## src/sv/pfs_pkg.sv

```systemverilog
// ----------------------------------------------------------------------------
// pfs_pkg
// Shared types and constants of the pixel frame store: item kinds, queue
// entry layout and configuration register codes.
// ----------------------------------------------------------------------------
package pfs_pkg;

    // width of a linear pixel address before it is checked against the store
    localparam int ADDR_W = 16;

    // depth of the queue between front and back
    localparam int QDEPTH  = 2;
    localparam int QPTR_W  = $clog2(QDEPTH);
    localparam int QCNT_W  = $clog2(QDEPTH + 1);

    // configuration register indexes and reset values
    localparam logic REG_COLS = 1'b0;
    localparam logic REG_ROWS = 1'b1;
    localparam logic [7:0] COLS_RESET = 8'd21;
    localparam logic [7:0] ROWS_RESET = 8'd6;

    typedef enum logic [1:0] {
        KIND_DRAW = 2'd0,
        KIND_READ = 2'd1,
        KIND_FILL = 2'd2
    } kind_t;

    typedef enum logic {
        OP_WRITE = 1'b0,
        OP_READ  = 1'b1
    } op_t;

    typedef struct packed {
        logic [7:0] cols;
        logic [7:0] rows;
    } cfg_t;

    // one classified operation: a clipped rectangle walk or a single read
    typedef struct packed {
        op_t               op;
        logic [ADDR_W-1:0] start_addr;
        logic [7:0]        ext_w;
        logic [7:0]        ext_h;
        logic [31:0]       color;
    } q_entry_t;

endpackage

```

## src/sv/pfs_front.sv

```systemverilog
// ----------------------------------------------------------------------------
// pfs_front
// Accepts items, clips them against the panel, turns them into queue entries
// and holds them in a short queue for the back end.
// ----------------------------------------------------------------------------
module pfs_front import pfs_pkg::*; (
    input  logic        clk,
    input  logic        rst_n,
    input  cfg_t        cfg,
    input  logic        hold,
    input  logic        push,
    output logic        full,
    input  logic [1:0]  kind,
    input  logic [7:0]  pos_x,
    input  logic [7:0]  pos_y,
    input  logic [7:0]  fill_width,
    input  logic [7:0]  fill_height,
    input  logic [31:0] color,
    output q_entry_t    head,
    output logic        head_valid,
    input  logic        head_pop
);

    q_entry_t          q_mem_reg [QDEPTH];
    logic [QPTR_W-1:0] wr_ptr_reg, wr_ptr_next;
    logic [QPTR_W-1:0] rd_ptr_reg, rd_ptr_next;
    logic [QCNT_W-1:0] count_reg, count_next;

    logic        x_in, y_in;
    logic [7:0]  x_room, y_room;
    logic        keep;
    q_entry_t    entry;
    logic        push_acc, pop_acc;

    // clipping against the panel edges
    always_comb
    begin
        x_in   = pos_x < cfg.cols;
        y_in   = pos_y < cfg.rows;
        x_room = cfg.cols - pos_x;
        y_room = cfg.rows - pos_y;
        entry.color      = color;
        entry.start_addr = ADDR_W'({8'd0, pos_y} * {8'd0, cfg.cols}) + ADDR_W'(pos_x);
        entry.op    = OP_WRITE;
        entry.ext_w = 8'd0;
        entry.ext_h = 8'd0;
        keep        = 1'b0;
        case (kind)
            KIND_DRAW:
            begin
                entry.ext_w = 8'd1;
                entry.ext_h = 8'd1;
                keep        = x_in && y_in;
            end
            KIND_READ:
            begin
                entry.op    = OP_READ;
                entry.ext_w = (x_in && y_in) ? 8'd1 : 8'd0;
                entry.ext_h = (x_in && y_in) ? 8'd1 : 8'd0;
                keep        = 1'b1;
            end
            KIND_FILL:
            begin
                entry.ext_w = !x_in ? 8'd0 : ((fill_width < x_room) ? fill_width : x_room);
                entry.ext_h = !y_in ? 8'd0 : ((fill_height < y_room) ? fill_height : y_room);
                keep        = (entry.ext_w != 8'd0) && (entry.ext_h != 8'd0);
            end
            default:
            begin
                keep = 1'b0;
            end
        endcase
    end

    // queue control
    always_comb
    begin
        full       = (count_reg == QCNT_W'(QDEPTH)) || hold;
        push_acc   = push && !full && keep;
        head_valid = count_reg != '0;
        pop_acc    = head_pop && head_valid;
        head       = q_mem_reg[rd_ptr_reg];

        wr_ptr_next = wr_ptr_reg;
        rd_ptr_next = rd_ptr_reg;
        count_next  = count_reg;
        if (push_acc)
        begin
            wr_ptr_next = (wr_ptr_reg == QPTR_W'(QDEPTH - 1)) ? '0 : wr_ptr_reg + 1'b1;
        end
        if (pop_acc)
        begin
            rd_ptr_next = (rd_ptr_reg == QPTR_W'(QDEPTH - 1)) ? '0 : rd_ptr_reg + 1'b1;
        end
        if (push_acc && !pop_acc)
        begin
            count_next = count_reg + 1'b1;
        end
        else if (pop_acc && !push_acc)
        begin
            count_next = count_reg - 1'b1;
        end
    end

    // queue pointers
    always_ff @(posedge clk or negedge rst_n)
    begin
        if (!rst_n)
        begin
            wr_ptr_reg <= '0;
            rd_ptr_reg <= '0;
            count_reg  <= '0;
        end
        else
        begin
            wr_ptr_reg <= wr_ptr_next;
            rd_ptr_reg <= rd_ptr_next;
            count_reg  <= count_next;
        end
    end

    // queue storage
    always_ff @(posedge clk)
    begin
        if (push_acc)
        begin
            q_mem_reg[wr_ptr_reg] <= entry;
        end
    end

endmodule

```

## config.mk

```make
export PLATFORM = sky130hd
export DESIGN_NAME = pfs_front
export DESIGN_NICKNAME = d
export VERILOG_FILES = /design/src/sv/pfs_pkg.sv /design/src/sv/pfs_front.sv
export SDC_FILE = /design/constraint.sdc
export NUM_CORES = 1
export LEC_CHECK = 0
export BUFFER_PORTS_ARGS = -buffer_cell sky130_fd_sc_hd__buf_2
export CORE_ASPECT_RATIO = 1.75
export CORE_MARGIN = 1.5
export CORE_UTILIZATION = 43
export CTS_BUF_LIST = sky130_fd_sc_hd__clkbuf_8
export DETAILED_ROUTE_END_ITERATION = 10
export REMOVE_ABC_BUFFERS = 1
export SETUP_SLACK_MARGIN = 0.05
export SLEW_MARGIN = 20
export SYNTH_ARGS = -nofsm -noshare
export SYNTH_HDL_FRONTEND = slang
export SYNTH_SLANG_ARGS = --single-unit
```

## constraint.sdc

```tcl
create_clock -name clk -period 7.7 [get_ports clk]
set_input_delay 0.77 -clock clk [delete_from_list [all_inputs] [get_ports clk]]
set_output_delay 0.77 -clock clk [all_outputs]
set_load 0.02 [all_outputs]
```

# Word-level counts from Yosys, hierarchy flattened
# Memory sizes are Yosys's and may differ from the RTL's.
# Cells that the tools add are included.
dict set report op_classes {
  magnitude_cmp 4
  n_mux 14
  n_addsub 7
  reduce_logical 16
  n_mul 1
  eq_ne 3
}
# operator count
set op_table {}
lappend op_table {{16-bit case mux with 3 select lines} 1}
lappend op_table {{8-bit less-than comparator} 4}
lappend op_table {{8-bit two-way mux} 4}
lappend op_table {{16-bit by 8-bit adder with 16-bit output} 1}
lappend op_table {{8-bit by 8-bit multiplier with 16-bit output} 1}
lappend op_table {{8-bit nonzero test} 2}
lappend op_table {{8-bit subtractor} 2}
lappend op_table {{1-bit logical AND} 7}
lappend op_table {{1-bit two-way mux} 6}
lappend op_table {{2-bit == test, second input constant} 2}
lappend op_table {{2-bit two-way mux} 2}
lappend op_table {{2-bit nonzero test} 2}
lappend op_table {{1-bit zero test} 3}
lappend op_table {{1-bit case mux with 3 select lines} 1}
lappend op_table {{1-bit adder, second input constant} 2}
lappend op_table {{2-bit by 1-bit adder with 2-bit output, second input constant} 1}
lappend op_table {{2-bit by 1-bit == test with 1-bit output, second input constant} 1}
lappend op_table {{2-bit zero test} 1}
lappend op_table {{2-bit by 1-bit subtractor with 2-bit output, second input constant} 1}
lappend op_table {{1-bit logical OR} 1}
dict set report word_totals {
  wordCells 49
  out_inout_bits 67
  register_bits 4
  mem_count 1
  ramBits 130
  inputBits 87
}
# name words word_bits rd rd_clocked_by_memory_dff write_ports line_no
set memory_table {}
lappend memory_table {q_mem_reg 2 65 1 0 1 pfs_front.sv:24} ;# q_entry_t q_mem_reg [QDEPTH];

# Logic depth before layout (Yosys ltp)
# Gate-level depths: netlist of run 1.
dict set report depth {
  word_depth 12
  depth_mapped 21
  mapped_depth_nobuf 21
}

# Worst setup path before layout of run 1
# No wires, ideal clock.
dict set report synth_timing {
  kind {in2reg}
  start {input port cfg[8] (netlist bit)}
  end {memory q_mem_reg[0][0] (netlist bit) (enable)}
  required_time_ps 7190
  n_path_buf 1
  arrival_time_ps 6801
  cell_stages 15
  setup_slack_ps 389
  setup_time_ps 510
  cell_sequence {clkbuf_1 > inv_1 > ha_1 > fa_1 > nand2b_1 > a21oi_1 > mux2i_1 > and2_1 > ha_1 > nand2_1 > o21ai_0 > a21oi_1 > o31ai_1 > a211o_2 > a21oi_1}
}
dict set report synth_between {
  elab_chain_cells 10
  word_cells_on_any_way 12
  classes_between {1 x add/sub; 2 x order compare; 5 x mux; 4 x reduce/logical}
}
# element line_no
set synth_rtl {}
lappend synth_rtl {{start: declaration} pfs_front.sv:9} ;# input cfg_t cfg,
lappend synth_rtl {{8-bit subtractor} pfs_front.sv:40} ;# x_room = cfg.cols - pos_x;
lappend synth_rtl {{8-bit less-than comparator} pfs_front.sv:64} ;# entry.ext_w = !x_in ? 8'd0 : ((fill_width < x_room) ? fill_width : x_room);
lappend synth_rtl {{8-bit two-way mux (2 in series)} pfs_front.sv:64}
lappend synth_rtl {{8-bit nonzero test} pfs_front.sv:66} ;# keep = (entry.ext_w != 8'd0) && (entry.ext_h != 8'd0);
lappend synth_rtl {{1-bit logical AND} pfs_front.sv:66}
lappend synth_rtl {{1-bit case mux with 3 select lines *} pfs_front.sv:48} ;# case (kind)
lappend synth_rtl {{1-bit logical AND *} pfs_front.sv:79} ;# push_acc = push && !full && keep;
lappend synth_rtl {{1-bit two-way mux *} pfs_front.sv:125} ;# if (push_acc)
lappend synth_rtl {{1-bit two-way mux (not written as such) *} pfs_front.sv:127} ;# q_mem_reg[wr_ptr_reg] <= entry;
lappend synth_rtl {{end: declaration} pfs_front.sv:24}
# Every way passes the cells marked *; elsewhere a longest branch is shown, timed or not.

# Worst setup path after layout of run 1
dict set report layout_timing {
  start {input port pos_y[0]}
  end {memory q_mem_reg[0][10] (netlist bit) (enable)}
}
dict set report layout_between {
  elab_chain_cells 10
  word_cells_on_any_way 12
  classes_between {1 x add/sub; 2 x order compare; 5 x mux; 4 x reduce/logical}
}
# element line_no
set layout_rtl {}
lappend layout_rtl {{start: declaration} pfs_front.sv:15} ;# input logic [7:0] pos_y,
lappend layout_rtl {{8-bit subtractor} pfs_front.sv:41} ;# y_room = cfg.rows - pos_y;
lappend layout_rtl {{8-bit less-than comparator} pfs_front.sv:65} ;# entry.ext_h = !y_in ? 8'd0 : ((fill_height < y_room) ? fill_height : y_room);
lappend layout_rtl {{8-bit two-way mux (2 in series)} pfs_front.sv:65}
lappend layout_rtl {{8-bit nonzero test} pfs_front.sv:66}
lappend layout_rtl {{1-bit logical AND} pfs_front.sv:66}
lappend layout_rtl {{1-bit case mux with 3 select lines *} pfs_front.sv:48}
lappend layout_rtl {{1-bit logical AND *} pfs_front.sv:79}
lappend layout_rtl {{1-bit two-way mux *} pfs_front.sv:125}
lappend layout_rtl {{1-bit two-way mux (not written as such) *} pfs_front.sv:127}
# Marks and branches as above.

==> metrics.md, run 1 <==
| Metric | Value |
|---|---|
| Synth cell types | 54 |
| Starting Density | 43.7% |
| Vias per cell | 5.14 |
| Critical path launch point type | primary input |
| Hpwl dp | 13,600 um |
| Wire length on met2 | 9930 um |
| Synth warn | 0 |
| First-pass GRT wire length | 27,800 um |
| #FFs+latches synth | 134 |
| Highest clock rate | 180 MHz |
| Clock power share | about 22% |
| Row count | 68 |
| Gp weighted congestion | 0.853 |
| Sequential Power Share | 34.5% |
| Post-CTS Resized | 0 |
| VDD IR max | 0.142 mV |
| Combinational power share | 43.8% |
| Crit. End Element | register |
| Initial antenna violation count | 0 |
| Full die area | 0.0209 sq mm |
| Worst Path Arrival | 5.65 ns |
| Area post-placement | slightly below 0.01 sq mm |
| EDFF count, synth | 130 |
| Vias in the first global route | 5,937 |
| Top-Level Pins | 154 |
| # diodes | 0 |
| Setup bufs post-CTS | 0 |
| Largest register FFs | 130 |
| H-tree level count | 4 |
| Critical path peak fanout | 39 |
| Area share of the largest cell type after synthesis | around 45% |
| Final Cycle Share | 72.0% |
| TritonCTS Buffers | 17 |
| Die Span Y | 190 um |
| Yosys top cell by area | edfxtp_1 |
| Final nets | approximately 1,100 |
| Sw frac | between 30% and 40% |
| DR DRC count | 0 |
| Reg2reg start | count_reg[0]$_DFFE_PN0P_ |
| Rel. slew slack | 26.2% |
| Power Density | 278 mW/mm^2 |
| GRT Overall Usage | 17.5% |
| Per-cell routed wire length | 15.8 um |
| Routed Antenna Nets | 0 |
| Cell area after layout | 0.0101 sq mm |
| Final hold violation count | 0 |
| Clock skew | roughly 0.0094 ns |
| Max_cap viols | 0 |
| Met3 routed WL | 709 um |
| Reg area | roughly 0.004 sq mm |
| WL final | 17,700 um |
| Max Transition Viols Final | 0 |
| Area of the multi-input gates | 0.00422 sq mm |
| Required time of the critical path | 7.80 ns |
| Worst skew pair latency | approximately 0.42 ns |
| RSZ-0062 raised after global routing | no |
| Fin crit period | 5.55 ns |
| Remaining Overflow, GRT | 0 |
| LEAKAGE | 0.00431 uW |
| Port Buf Inserts | 153 |
| Worst slew pin tran | around 1.1 ns |
| Post-Syn Area | 0.00860 sq mm |
| CTS max path bufs | 2 |
| Register area share after synthesis | 46.6% |
| CTS tree | done |
| Largest net degree at the start of global routing | 40 |
| CTS Sinks | 134 |
| CTS Hold Buffers Added | 0 |
| Area contributors post-synth | edfxtp_1, fa_1, ha_1 |
| Die width | 110 um |
| M1 WL | roughly 6600 um |
| Post-synth top flop | edfxtp_1 |
| P_sw | 998 uW |
| DRT iter0 DRCs | 211 |
| Status | finished, final reports clean |
| Vias after detailed routing | between 5,000 and 6,000 |
| Fill cells | 1,824 |
| Synth-to-Final Area Change | 17.3% |
| Root Driver | clkbuf_8 |
| Share of cells above drive strength 1 | between 30% and 40% |
| P_int | 1810 uW |
| Drt pass-1 iters | 4 |
| Async SR Flop Fraction | 2.99% |
| Crit. Startpoint | pos_y[0] |
| Clock transition at path regs | 0.07 ns |
| Core footprint | 0.0197 sq mm |
| Total negative slack | 0 ns |
| Syn_area_per_cell | approximately 12 sq um |
| CP Class | in -> reg |
| Synthesized instance count | 708 |
| Worst min path class | in -> async |
| Top sig layer | met4 |
| # setup viols final | 0 |
==> through the flow <==
stage          utilization (%)  total power, uW  instances  hold WS (ns)  setup slack (ns)
2_1_floorplan                -             1900        688         0.455             0.134
3_3_place_gp              49.2             2220       1090         0.512              1.74
3_5_place_dp              49.2             2230       1090         0.501              1.69
4_1_cts                   51.3             2850       1122         0.110              2.13
5_1_grt                   51.3             3000       1122         0.108              1.88
6_report                  51.3             2800       1122         0.140              2.15
==> synthesized netlist by cell type, types with 8 or more instances <==
cell type,count
edfxtp_1,130
inv_1,84
ha_1,67
mux2_2,65
nand2_1,57
fa_1,46
nor2_1,45
a21oi_1,33
and2_1,25
xnor2_1,19
clkbuf_1,18
o21ai_0,10
nor2b_1,8
==> power groups by stage <==
stage	clock network, uW	logic, uW	registers (uW)
after floorplan	0	906	992
after global placement	0	1230	984
after detailed placement	0	1240	984
after CTS	626	1250	968
after global routing	655	1370	976
final	609	1230	966
==> critical path: stages <==
cell and delay (ns):
buf_2 0.19, ha_1 0.19, inv_1 0.05, fa_1 0.40
a211oi_2 0.29, o21bai_1 0.11, a21oi_1 0.18, xnor2_1 0.24
inv_1 0.08, ha_1 0.28, nand2_1 0.07, o21ai_0 0.08
a21oi_1 0.86, or4_4 0.28, nor4_4 0.04, a211o_2 0.35
a21oi_4 0.79, buf_12 0.32
==> placed cells by master, fill, tap and decap left out, drive strengths merged, types with 5 or more instances in the layout <==
| master | count |
|---|---|
| buf | 157 |
| edfxtp | 130 |
| inv | 86 |
| ha | 67 |
| mux2 | 65 |
| nand2 | 57 |
| fa | 46 |
| nor2 | 45 |
| a21oi | 35 |
| and2 | 25 |
| xnor2 | 19 |
| clkbuf | 17 |
| o21ai | 14 |
| nor2b | 8 |
| nor3 | 7 |
| xor2 | 7 |
| o21a | 6 |
| mux2i | 6 |
| clkinv | 6 |
| nor4 | 5 |
| or2 | 5 |
| a211oi | 5 |
==> cell families after synthesis <==
kind of cell               share of synthesized area [%]
and+or+nand+nor                                     9.77
DFF                                                 46.6
adders and majority gates                           20.5
buffers and inverters                               4.63
AOI/OAI and AO/OA                                   6.71
muxes                                               9.21
xor gates and xnor gates                            2.65
==> final cells by class <==
type	count	share of cell area, %
Multi-Input combinational cell	470	41.8
Sequential cell	134	39.7
Timing Repair Buffer	157	8.14
Inverter	84	3.13
Tap cell	245	3.04
Clock buffer	17	2.32
Clock inverter	15	1.85
==> metal layers <==
metal | GRT usage [%] | up-vias
met5 | 0 | -
met4 | 7.14 | 0
met3 | 2.84 | 25
met2 | 33.3 | 135
met1 | 18.6 | 2814
li1 | - | 2791
==> worst paths after layout <==
kind	cells after the start	endpoint	slack (ns)
min in group clk	1	count_reg[1]$_DFFE_PN0P_	0.52
hold reg to reg	1	count_reg[1]$_DFFE_PN0P_	0.52
hold / removal	1	count_reg[1]$_DFFE_PN0P_	0.14
setup / recovery	18	q_mem_reg[0][10]$_DFFE_PP_	2.15
setup reg to reg	8	q_mem_reg[0][10]$_DFFE_PP_	4.73
max in group asynchronous	1	rd_ptr_reg$_DFFE_PN0P_	7.43
Power figures use the tool's default switching activity.
==> run 2: changes to the inputs <==
- ABC_AREA: default -> 1
- PLACE_DENSITY: default -> 0.66
- clock period: 7.7 -> 4.7 ns (I/O delays scaled with it)
==> metrics.md, run 2 <==
| Metric | Value |
|---|---|
| Status | finished, final reports clean |
| DR DRC count | 0 (unchanged) |
| Crit. End Element | register |
| Max_cap viols | 0 (unchanged) |
| R2r endpoint | q_mem_reg[0][56]$_DFFE_PP_ |
| Hpwl dp | 14,800 um (+8.8%) |
| Final Cycle Share | ~88% |
| DRT iter0 DRCs | 261 (+24%) |
| Worst slack at placement | 0.123 ns (-1.57 ns) |
| Worst slew pin tran | 0.730 ns (-0.377 ns) |
| Final total power | 4680 uW (+67%) |
| Worst Path Arrival | 4.44 ns (-1.21 ns) |
| Core footprint | 0.0202 sq mm (+2.8%) |
| Per-cell routed wire length | 13.9 um (-12%) |
| CP Class | in -> reg |
| Die Span Y | 192 um (+1.2%) |
| Synthesized instance count | 952 (+34%) |
| Crit-path cells | buf_2 > nand2_1 > fa_1 > fa_1 > fa_1 > fa_1 > inv_1 > ha_1 > a21oi_1 > o21ai_1 > a21oi_1 > o21ai_1 > a21oi_1 > nor2_1 > nor2_1 > xor2_1 |
| Vias after detailed routing | 6,577 (+14%) |
| Syn_area_per_cell | 9.25 sq um (-24%) |
| Worst hold stages | 1 |
| Critical path peak fanout | 10 (-74%) |
| RSZ-0062 raised after global routing | no |
| Hold Path Sink | q_mem_reg[1][21]$_DFFE_PP_ |
| Setup bufs post-CTS | 0 (unchanged) |
| Vias per cell | 4.84 (-5.8%) |
| VDD IR max | 0.279 mV (+97%) |
| Final hold violation count | 0 (unchanged) |
| Clock skew | 0.0135 ns (+0.00411 ns) |
| PnR worst setup slack | 0.554 ns (-1.60 ns) |
| Final nets | 1,297 (+22%) |
| Slowest CP cell | fa_1 |
| First-pass GRT wire length | 30,900 um (+11%) |
| #FFs+latches synth | 134 (unchanged) |
| Remaining Overflow, GRT | 0 (unchanged) |
| Worst min path class | in -> reg |
| Count leader, synth | nand2_1 |
| Most frequent cells in the layout | nand2_1, buf_2, inv_1 |
| Die width | 111 um (+1.2%) |
| Largest net degree at the start of global routing | 66 (+65%) |
| Full die area | 0.0214 sq mm (+2.3%) |
| Fin crit period | between 4 and 5 ns |
| Required time of the critical path | 4.99 ns (-2.81 ns) |
| Post-Syn Area | 0.00880 sq mm (+2.4%) |
| Crit path top cell by count | fa_1 |
| WL final | 18,900 um (+6.9%) |
| Critical path's largest stage delay | 0.56 ns (-0.30 ns) |
| Synth cell types | 33 (-39%) |
| CP top delay family | adder cells |
| CTS tree | done |
| CP bufs+invs | 2 (-2) |
| Dpl cells | 1,325 (+22%) |
| Yosys top cell by area | edfxtp_1 |
| Final Hold Slack | 0.206 ns (+0.0663 ns) |
| Max Transition Viols Final | 0 (unchanged) |
| Routed Antenna Nets | 0 (unchanged) |
| Fin util | 50.4% (-0.90 points) |
| Area share of the largest cell type after synthesis | 44.3% (-1.1 points) |
| Post-CTS Resized | 0 (unchanged) |
| Gp weighted congestion | 0.867 (+1.5%) |
| Clock transition at path regs | 0.08 ns (about the same) |
| Synth warn | 0 (unchanged) |
| Root Driver | clkbuf_8 |
| Highest clock rate | roughly 240 MHz |
| TritonCTS Buffers | 17 (unchanged) |
| Largest register FFs | 130 (unchanged) |
| CTS Hold Buffers Added | 1 (+1) |
| Most instantiated cells after synthesis | nand2_1, inv_1, edfxtp_1 |
| Top-Level Pins | 154 (unchanged) |
| Vias in the first global route | 6,463 (+8.9%) |
| Row count | 69 (+1.5%) |
| Fill cells | 1,965 (+7.7%) |
| FF-to-FF path depth | 6 (-2) |
| Rel. slew slack | 51.3% (+25 points) |
| H-tree level count | 4 (unchanged) |
| LEAKAGE | 0.00511 uW (+18%) |
| Post-synth top flop | edfxtp_1 |
| EDFF count, synth | 130 (unchanged) |
| CTS Sinks | 134 (unchanged) |
| Commonest non-fill, non-tap cell in the layout | nand2_1 |
| Synth-to-Final Area Change | 15.7% |
| Layout Cells excl Fill | 1,359 (+21%) |
| Power Density | 459 mW/mm^2 (+65%) |
| Starting Density | 43.6% (-0.17 points) |
| Share of cells above drive strength 1 | 19.5% (-11 points) |
| Worst skew pair latency | 0.45 ns (+0.03 ns) |
| Critical path launch point type | primary input |
| Register area share after synthesis | 45.5% (-1.1 points) |
| # setup viols final | 0 (unchanged) |
| Reg2reg start | count_reg[1]$_DFFE_PN0P_ |
| GRT Overall Usage | 18.5% (+1.0 points) |
| CTS max path bufs | 2 (unchanged) |
| Drt pass-1 iters | 4 (unchanged) |
| Port Buf Inserts | 153 (unchanged) |
| Reg2Reg Setup Slack | 2.94 ns (-1.79 ns) |
| Initial antenna violation count | 1 (+1) |
| Area contributors post-synth | edfxtp_1, nand2_1, fa_1 |
| Async SR Flop Fraction | 2.99% (unchanged) |
| HP Start | color[21] |
==> run 2: kinds of logic after synthesis <==
| group | synth area share, % |
|---|---|
| adders and majority gates | 20.0 |
| and+or+nand+nor | 21.5 |
| buffers and inverters | 7.62 |
| AOI/OAI and AO/OA | 3.28 |
| xor gates and xnor gates | 2.09 |
| DFF | 45.5 |
==> run 2: final cells by class <==
cell class / instances / area [sq um] / area share [%]
multi-input combinational: 642 / 4140 / 40.6
inverter: 142 / 533 / 5.23
clock buffer: 17 / 234 / 2.30
tap: 248 / 310 / 3.05
antenna: 1 / 2.50 / 0.0246
timing repair buffer: 160 / 858 / 8.43
sequential: 134 / 4010 / 39.3
clock inverter: 15 / 108 / 1.06
==> run 2: worst max-delay path by stage <==
stage,startpoint,endpoint,slack (ns),cells after the start
global route,pos_y[4],q_mem_reg[1][60]$_DFFE_PP_,0.32,19
finish,cfg[9],q_mem_reg[0][63]$_DFFE_PP_,0.55,16
CTS,cfg[9],q_mem_reg[0][63]$_DFFE_PP_,0.62,16
floorplan,cfg[0],q_mem_reg[1][0]$_DFFE_PP_,-1.24,23
detailed placement,cfg[9],q_mem_reg[0][63]$_DFFE_PP_,0.12,16
global placement,cfg[9],q_mem_reg[0][63]$_DFFE_PP_,0.19,16
==> run 2: worst register-to-register path, cell delays in order, from the launching register on <==
cell and delay [ns]:
dfrtp_1 0.38, inv_1 0.09, o21bai_1 0.08, nor2_1 0.18, nand3_1 0.14, inv_2 0.29
buf_12 0.26
==> run 2: stage by stage <==
step	instance area, sq um	TNS, ns
after floorplan	8660	-80.56
after global placement	9830	0
after detailed placement	9830	0
after CTS	10200	0
after global routing	10200	0
final	10200	0
==> run 2: power breakdown <==
group | leakage, uW | internal, uW | switching (uW)
logic | 0.00370 | 772 | 1530
registers | 0.00123 | 1530 | 27.1
clock network | 0.000174 | 365 | 457
total | 0.00511 | 2670 | 2010
==> run 2: layer usage <==
layer | track usage [%] | up-vias | part of all wire (%)
li1 | - | 3301 | -
met2 | 36.2 | 167 | 56
met4 | 8.37 | 0 | 3.0
met1 | 19.2 | 3077 | 38
met5 | 0 | - | 0
met3 | 3.17 | 32 | 3.4
